`config.mk`:
```
export PLATFORM = sky130hd
export DESIGN_NAME = pspq_line_pipe
export DESIGN_NICKNAME = d
export VERILOG_FILES = /design/src/design/pspq_pkg.sv /design/src/design/pspq_line_pipe.sv
export SDC_FILE = /design/constraint.sdc
export NUM_CORES = 2
export LEC_CHECK = 0
export ABC_CLOCK_PERIOD_IN_PS = 7000
export BUFFER_PORTS_ARGS = -buffer_cell sky130_fd_sc_hd__buf_2
export CAP_MARGIN = 20
export CORE_ASPECT_RATIO = 0.6
export CORE_MARGIN = 2
export CORE_UTILIZATION = 38
export CTS_CLUSTER_SIZE = 40
export DETAILED_ROUTE_END_ITERATION = 10
export PLACE_DENSITY = 0.58
export SLEW_MARGIN = 30
export SYNTH_ARGS = -nofsm -noshare
export SYNTH_HDL_FRONTEND = slang
export SYNTH_SLANG_ARGS = --single-unit
```
`constraint.sdc`:
```
create_clock -name i_clk -period 7 [get_ports i_clk]
set_input_delay 0.35 -clock i_clk [delete_from_list [all_inputs] [get_ports i_clk]]
set_output_delay 0.35 -clock i_clk [all_outputs]
set_load 0.02 [all_outputs]
```
`src/design/pspq_pkg.sv`:
```
// Shared constants, types and helpers of the periodic sightline proximity query core.
// Used by pspq_line_pipe and periodic_sightline_proximity_query_core.
// Depends on nothing.
package pspq_pkg;

    // Table size and coordinate width.
    localparam int MAX_LINES    = 64;
    localparam int COORD_BITS   = 24;
    localparam int ADDR_BITS    = (MAX_LINES > 1) ? $clog2(MAX_LINES) : 1;

    // Field widths of the request and result items.
    localparam int SLOT_BITS    = 6;
    localparam int AXIS_BITS    = 2;
    localparam int DIST_BITS    = 48;
    localparam int BOX_BITS     = 25;
    localparam int COUNT_BITS   = 7;
    localparam int CFG_IDX_BITS = 2;

    // Stream data widths, padded to whole bytes.
    localparam int IN_RAW_BITS   = SLOT_BITS + AXIS_BITS + 4 * COORD_BITS;
    localparam int IN_DATA_BITS  = ((IN_RAW_BITS + 7) / 8) * 8;
    localparam int OUT_RAW_BITS  = SLOT_BITS + DIST_BITS;
    localparam int OUT_DATA_BITS = ((OUT_RAW_BITS + 7) / 8) * 8;

    // Internal arithmetic widths.
    localparam int WIN_BITS  = COORD_BITS + 3;   // signed window bounds
    localparam int DIFF_BITS = COORD_BITS + 2;   // signed folded distance
    localparam int SQ_BITS   = 2 * DIFF_BITS;
    localparam int SUM_BITS  = SQ_BITS + 1;
    localparam int HH_BITS   = 2 * COORD_BITS;

    // Reset value of the box edge.
    localparam logic [BOX_BITS-1:0] BOX_RESET = BOX_BITS'(64'd1 << COORD_BITS);

    // Command codes carried on the input tuser.
    localparam logic CMD_LOAD  = 1'b0;
    localparam logic CMD_QUERY = 1'b1;

    // Projection axis codes. Any other code projects like the y axis.
    localparam logic [AXIS_BITS-1:0] AXIS_X = 2'd1;
    localparam logic [AXIS_BITS-1:0] AXIS_Z = 2'd3;

    // Configuration register indexes.
    localparam logic [CFG_IDX_BITS-1:0] REG_BOX_SIZE   = 2'd0;
    localparam logic [CFG_IDX_BITS-1:0] REG_LINE_COUNT = 2'd1;

    typedef logic signed [WIN_BITS-1:0] t_wval;

    // One stored sightline.
    typedef struct packed {
        logic [AXIS_BITS-1:0]  axis;
        logic [COORD_BITS-1:0] cx;
        logic [COORD_BITS-1:0] cy;
        logic [COORD_BITS-1:0] cz;
    } t_line_entry;

    // Periodic window bounds around one particle coordinate.
    typedef struct packed {
        t_wval hi;        // wrapped upper bound of the half-open window
        t_wval lo;        // wrapped lower bound of the half-open window
        t_wval hi_raw;    // coordinate plus radius
        t_wval lo_raw;    // coordinate minus radius
        t_wval hi_lim;    // upper bound minus box
        t_wval lo_lim;    // lower bound plus box
        logic  hi_over;   // upper bound lies beyond the box
        logic  lo_under;  // lower bound lies below zero
    } t_win;

    // Per-line result leaving the evaluation pipeline.
    typedef struct packed {
        logic                 valid;
        logic                 match;
        logic [SLOT_BITS-1:0] index;
        logic [SUM_BITS-1:0]  dsum;
    } t_line_res;

    // Zero-extends a coordinate into the signed window width.
    function automatic t_wval to_wval(input logic [COORD_BITS-1:0] v);
        return $signed({{(WIN_BITS - COORD_BITS){1'b0}}, v});
    endfunction

    // Zero-extends the box edge into the signed window width.
    function automatic t_wval box_wval(input logic [BOX_BITS-1:0] b);
        return $signed({{(WIN_BITS - BOX_BITS){1'b0}}, b});
    endfunction

    // Builds the periodic window set from the raw bounds.
    function automatic t_win make_win(input t_wval hi_raw, input t_wval lo_raw,
                                      input t_wval boxv);
        t_win w;
        w.hi_raw   = hi_raw;
        w.lo_raw   = lo_raw;
        w.hi_over  = hi_raw > boxv;
        w.lo_under = lo_raw < 0;
        w.hi_lim   = hi_raw - boxv;
        w.lo_lim   = lo_raw + boxv;
        w.hi       = w.hi_over ? w.hi_lim : hi_raw;
        w.lo       = w.lo_under ? w.lo_lim : lo_raw;
        return w;
    endfunction

endpackage

```
`src/design/pspq_line_pipe.sv`:
```
// Three-stage evaluation pipeline for one stored sightline per advancing cycle.
// Window tests, periodic distance folding, squaring and the radius compare.
// Depends on pspq_pkg.
module pspq_line_pipe (
    input  logic                           i_clk,
    input  logic                           i_rst_n,
    input  logic                           i_adv,
    input  logic                           i_valid,
    input  logic [pspq_pkg::SLOT_BITS-1:0] i_index,
    input  pspq_pkg::t_line_entry          i_entry,
    input  pspq_pkg::t_win                 i_win_x,
    input  pspq_pkg::t_win                 i_win_y,
    input  pspq_pkg::t_win                 i_win_z,
    input  logic [pspq_pkg::COORD_BITS-1:0] i_px,
    input  logic [pspq_pkg::COORD_BITS-1:0] i_py,
    input  logic [pspq_pkg::COORD_BITS-1:0] i_pz,
    input  logic [pspq_pkg::BOX_BITS-1:0]  i_box,
    input  logic [pspq_pkg::HH_BITS-1:0]   i_hh,
    output pspq_pkg::t_line_res            o_res,
    output logic                           o_busy
);
    import pspq_pkg::*;

    typedef logic signed [DIFF_BITS-1:0] t_diff;

    // Folds a signed difference onto the nearest periodic image.
    function automatic t_diff fold(input t_diff d, input t_wval boxv);
        t_wval ext;
        t_wval mag;
        t_wval twice;
        t_wval alt;
        ext   = WIN_BITS'(d);
        mag   = (ext < 0) ? -ext : ext;
        twice = mag <<< 1;
        alt   = boxv - mag;
        return (twice > boxv) ? alt[DIFF_BITS-1:0] : mag[DIFF_BITS-1:0];
    endfunction

    logic                  sel_fy;
    logic                  sel_sy;
    logic [COORD_BITS-1:0] f_p;
    logic [COORD_BITS-1:0] f_c;
    logic [COORD_BITS-1:0] s_p;
    logic [COORD_BITS-1:0] s_c;
    t_win                  win_f;
    t_win                  win_s;
    t_wval                 fcv;
    t_wval                 scv;
    t_wval                 diff_f;
    t_wval                 diff_s;
    t_wval                 boxv;
    logic                  pass_f;
    logic                  pass_s;
    logic [SUM_BITS-1:0]   sum;

    // Stage registers.
    logic                 r_v1, r_v2, r_v3;
    logic [SLOT_BITS-1:0] r_i1, r_i2, r_i3;
    logic                 r_p1, r_p2, r_p3;
    t_diff                r_df, r_ds;
    t_diff                r_af, r_as;
    logic [SQ_BITS-1:0]   r_sqf, r_sqs;

    assign boxv = box_wval(i_box);

    // Stage one: pick the transverse pair by axis and run the window tests.
    always_comb begin
        sel_fy = (i_entry.axis == AXIS_X);
        sel_sy = (i_entry.axis == AXIS_Z);
        f_p    = sel_fy ? i_py : i_px;
        f_c    = sel_fy ? i_entry.cy : i_entry.cx;
        win_f  = sel_fy ? i_win_y : i_win_x;
        s_p    = sel_sy ? i_py : i_pz;
        s_c    = sel_sy ? i_entry.cy : i_entry.cz;
        win_s  = sel_sy ? i_win_y : i_win_z;
        fcv    = to_wval(f_c);
        scv    = to_wval(s_c);
        if (win_f.lo <= win_f.hi) begin
            pass_f = (fcv >= win_f.lo) && (fcv < win_f.hi);
        end else begin
            pass_f = (fcv < win_f.hi) || (fcv >= win_f.lo);
        end
        pass_s = (win_s.hi_over && (scv < win_s.hi_lim))
              || (win_s.lo_under && (scv > win_s.lo_lim))
              || ((scv > win_s.lo_raw) && (scv < win_s.hi_raw));
        diff_f = to_wval(f_p) - fcv;
        diff_s = to_wval(s_p) - scv;
    end

    // Stage four, combinational on the last registers: sum and radius compare.
    assign sum = {1'b0, r_sqf} + {1'b0, r_sqs};

    always_comb begin
        o_res.valid = r_v3;
        o_res.match = r_p3 && (sum <= SUM_BITS'(i_hh));
        o_res.index = r_i3;
        o_res.dsum  = sum;
    end

    assign o_busy = r_v1 | r_v2 | r_v3;

    // Valid bits of the three stages.
    always_ff @(posedge i_clk) begin
        if (!i_rst_n) begin
            r_v1 <= 1'b0;
            r_v2 <= 1'b0;
            r_v3 <= 1'b0;
        end else if (i_adv) begin
            r_v1 <= i_valid;
            r_v2 <= r_v1;
            r_v3 <= r_v2;
        end
    end

    // Stage payloads: differences, folded distances, squares.
    always_ff @(posedge i_clk) begin
        if (i_adv) begin
            r_i1  <= i_index;
            r_p1  <= pass_f && pass_s;
            r_df  <= diff_f[DIFF_BITS-1:0];
            r_ds  <= diff_s[DIFF_BITS-1:0];
            r_i2  <= r_i1;
            r_p2  <= r_p1;
            r_af  <= fold(r_df, boxv);
            r_as  <= fold(r_ds, boxv);
            r_i3  <= r_i2;
            r_p3  <= r_p2;
            r_sqf <= r_af * r_af;
            r_sqs <= r_as * r_as;
        end
    end

endmodule

```
# Word level (Yosys, flattened, before mapping)
# Index checks and enable logic that the tools add are counted.
# op_classes
order_cmp,12
addsub,7
reduce_logical,9
eq_ne,2
mul,2
bitwise,2
n_mux,11
# ops
operator,n
$mux 164,1
$mux 110,1
$mul 26x26->52,2
$mux 26,4
$mux 24,4
$lt 25x27->1,3
$gt 25x27->1,2
$gt 27x26->1,2
$add 52x52->53,1
$le 53x48->1,1
$neg 25->26,2
$sub 26x26->26,2
$lt 25x1->1 const B,2
$sub 24x24->25,2
$ge 25x27->1,1
$le 27x27->1,1
$logic_and 1x1->1,6
$logic_or 1x1->1,3
$eq 2x1->1 const B,1
$eq 2x2->1 const B,1
$or 1x1->1,2
$mux 1,1
# word_totals
ff_bits,230
wordCells,60
output_inout_bits,62
input_bits,721

# Logic depth before layout (Yosys ltp)
# depth
depth_word,7
mapped_depth,29
mapped_depth_nobuf,27

# Worst setup path before layout
# Ideal clock, no wire load.
# synth_path
kind,flip-flop to flip-flop
start,reg r_as[16]
end,"reg r_sqs[48], data pin"
arrival_time_ns,7.342
path_stages_with_launch,27
synth_period_minus_slack_ns,7.606
required_time_ns,6.737
slack_ns,-0.606
cell_sequence,edfxtp_1 -> clkbuf_1 -> clkbuf_1 -> nand2_1 -> fa_1 -> inv_1 -> fa_1 -> inv_1 -> fa_1 -> fa_1 -> inv_1 -> fa_1 -> fa_1 -> inv_1 -> fa_1 -> inv_1 -> ha_1 -> and3_1 -> nand4_1 -> o21ba_2 -> nor4_2 -> a21oi_1 -> o41ai_1 -> o21ai_1 -> a311o_1 -> a21oi_1 -> xnor2_1
# synth_between
elab_chain_cells,1
# synth_rtl
element,line,rtl
from (decl),pspq_line_pipe.sv:61,"t_diff r_af, r_as;"
from (signal assigned),pspq_line_pipe.sv:125,"r_as <= fold(r_ds, boxv);"
$mul 26x26->52,pspq_line_pipe.sv:129,r_sqs <= r_as * r_as;
to (signal assigned),pspq_line_pipe.sv:129,
to (decl),pspq_line_pipe.sv:62,"logic [SQ_BITS-1:0] r_sqf, r_sqs;"
# Every way passes these cells.
# A chain may end at the register's enable or synchronous reset.

# Final worst setup path
# layout_path
start,reg r_as[13]
end,"reg r_sqs[43], data pin"
# The elaborated chain is that of the path after synthesis.

==> metrics.md <==
| Metric | Value |
|---|---|
| Layout cells sized above 1 | 23.07% |
| DRC viols | 0 |
| Worst path max stage delay | 550 ps |
| Router iterations before antenna repair | 5 |
| Synthesized area | 0.06833 mm^2 |
| Async set-or-reset flop fraction in the synthesized netlist | 0% |
| Final Slew Violations | 0 |
| Critical Path Start | r_as[13] |
| Total clock buffers created by CTS | 29 |
| Commonest non-fill, non-tap cell in the layout | inv_1 |
| Final HPWL DP | 236.0 mm |
| FF-to-FF End | r_sqs[43] |
| Filler instances | 16,940 |
| Die X | 551.5 um |
| Die ar. | 0.1833 mm^2 |
| Setup crit end kind | flop |
| Row cnt | 120 |
| Worst r2r src | r_as[13] |
| Hold Fails Final Rpt | 0 |
| Layout area overhead | 23.63% |
| Register area share after synthesis | 9.975% |
| Synth Area per Inst | approximately 9.4 um^2 |
| Port Buf Inserts | 618 |
| Post-route cell area | about 0.084 mm^2 |
| Clk buf depth | 3 |
| Yosys warnings | 0 |
| # setup viols final | 28 |
| Crit start category | flop |
| Relative slew slack | 33.85% |
| Core area | 0.1785 mm^2 |
| Synth Area in Simple Gates | approximately 11% |
| Synth Area in Compound Gates | 8.478% |
| Gate Count Post-Synth | about 7,300 |
| Number of global-route vias before repair | 58,410 |
| Metal3 WL | 28.30 mm |
| Multiplexer share of the synthesized area | about 3.8% |
| Fmax | 137.1 MHz |
| Crit Path Category | flop to flop |
| Top sig layer | met5 |
| Reg2reg setup slack | -290 ps |
| Worst-path clk slew | 70 ps |
| Detailed-route via count | around 56,000 |
| Post-Syn Nets | 10,040 |
| Post-Synth XOR/XNOR Area | 3.830% |
| Status | finished with violations |
| Worst R2R Path Depth | 30 |
| Post-synth EDFFs | 225 |
| #FFs+latches synth | roughly 230 |
| Distinct cells, synth | 79 |
| Fin worst setup slack | -294.2 ps |
| Synth Flop Type | edfxtp_1 |
| Final period util | 104.2% |
| CTS tree | done |
| Largest family of logic cells by synthesized area | adder cells |
| RSZ-0062 raised after global routing | yes |
| DR vias/cell | 5.075 |
| Slowest-stage cell, CP | fa_1 |
| Post-route minimum period | 7294 ps |
| Worst setup endpoint | r_sqs[43] |
| First-pass GRT wire length | 387.6 mm |
| DR WL met2 | ~110 mm |
| M1 WL | 118.3 mm |
| Initial Utilization | 38.28% |
| Nets | 11,380 |
| Placed cell areas | 0.08030 mm^2 |
| Iter 0 DRT Violations | 4,515 |
| Drt total wl | 265.2 mm |
| Final RePlAce weighted congestion | 1.043 |
| Antenna violations before repair | 49 |
| Post-synthesis adder-cell area fraction | 51.82% |
| Worst Max-Slew Pin Slew | 964.7 ps |
| Max Cap Viol | 0 |
| Total global-route track usage | 28.94% |
| Routed Antenna Nets | 0 |
| Failing checks | setup timing |
| Clk Latency, worst-skew pair | 660 ps |
| Critical Path AT | around 7700 ps |
| Clock root buffer | clkbuf_16 |
| Highest net fanout along the worst path | 4 |
| Drt wl/cell | 24.01 um |
| HP Class | input port to flop |
| WP data required | 7380 ps |
| CTS sink cnt | 228 |
| H-tree levels | 1 |
| Placed Cells incl. Taps | between 10,000 and 15,000 |
| Cell Count, Final, Fillers Out | 11,050 |
| Largest net degree at the start of global routing | 102 |
| Commonest non-fill, non-tap cells in the layout | inv_1, fa_1, buf_4 |
| Skew final | 38.49 ps |
| Die Height | 332.5 um |
| Final setup TNS | -5054 ps |
| GRT Residual Overflow | 0 |
| IO Count | 783 |
| Critical Path Most Common Cell | fa_1 |
## worst max-delay path, delay by kind of cell, from the launching register on
kind / cells / cell delay (ps)
compound gates: 6 / 1290
xor+xnor: 1 / 140
fa+ha+maj: 8 / 3690
buf+inv: 12 / 1060
flops: 1 / 430
simple gates: 3 / 380
## state kept, by name, indices dropped and copies added (netlist names), 6 cells and up
signal	cells
r_ds	25
r_i1	6
r_i2	6
r_df	25
r_af	26
r_sqs	51
r_i3	6
r_as	26
r_sqf	51
## cells by family (layout without fill, tap and decap cells)
| group | Yosys count | in the layout |
|---|---|---|
| adder cells (fa/ha/maj) | 2041 | 2041 |
| buffers and inverters | 2034 | 3399 |
| other | 0 | 24 |
| AO/OA/AOI/OAI | 905 | 905 |
| XOR/XNOR | 298 | 298 |
| flip-flops | 228 | 228 |
| multiplexers | 256 | 256 |
| AND/OR/NAND/NOR | 1515 | 1515 |
## synth_stat cells, types with 109 or more instances
| master | count | area [um^2] |
|---|---|---|
| a21o_1 | 158 | 1186 |
| mux2i_1 | 226 | 2262 |
| ha_1 | 726 | 9084 |
| inv_1 | 1842 | 6914 |
| clkbuf_1 | 174 | 653.1 |
| a21oi_1 | 268 | 1341 |
| fa_1 | 1315 | 26330 |
| nand2_1 | 567 | 2128 |
| xnor2_1 | 188 | 1647 |
| xor2_1 | 109 | 954.7 |
| and2_1 | 280 | 1752 |
| nor2_1 | 216 | 810.8 |
| o21ai_0 | 163 | 815.8 |
| edfxtp_1 | 225 | 6756 |
## what timing repair did
action | CTS | global route
buffers inserted | 72 | 51
hold endpoints to repair | 9 | 0
pin swaps | 170 | 152
gates resized for setup | 303 | 241
cloned | 1 | 1
setup endpoints to repair | 49 | 54
hold buffers | 8 | 0
## how the worst min path moves through the flow
stage             from  endpoint  slack (ps)  cells past startpoint
6_report         i_adv   r_i1[0]         160                      1
3_5_place_dp   r_i1[0]   r_i2[0]         410                      0
4_1_cts          i_adv   r_i1[1]         180                      1
2_1_floorplan  r_i1[0]   r_i2[0]         400                      0
3_3_place_gp   r_i1[1]   r_i2[1]         410                      0
5_1_grt          i_adv   r_i1[0]         180                      1
## stage by stage
| step | hold slack, ps | util, % | worst slack, ps |
|---|---|---|---|
| after floorplan | 400.3 | - | 6.258 |
| after global placement | 406.7 | 44.96 | -1112 |
| after detailed placement | 410.5 | 44.98 | -1123 |
| after CTS | 181.5 | 46.57 | -277.0 |
| after global routing | 182.2 | 47.30 | -494.8 |
| final | 162.7 | 47.32 | -294.2 |
## per-layer routing
layer | vias to the layer above | GRT usage (%)
li1 | 25520 | -
met1 | 27990 | 41.95
met2 | 2244 | 40.40
met3 | 273 | 8.607
met4 | 30 | 10.46
met5 | - | 0
## final cells by class
cell class	count	area, um^2	area share [%]
Sequential cell	228	6817	8.069
Clock buffer	30	729.5	0.8635
Timing Repair Buffer	1504	10830	12.82
Clock inverter	23	209.0	0.2473
Antenna cell	24	60.06	0.07109
Inverter	1842	6925	8.198
Multi-Input combinational cell	5015	55930	66.21
Tap cell	2379	2977	3.523
Power is not shown: default switching activity piles up to over one toggle a cycle in this logic, so the estimate is an artifact.
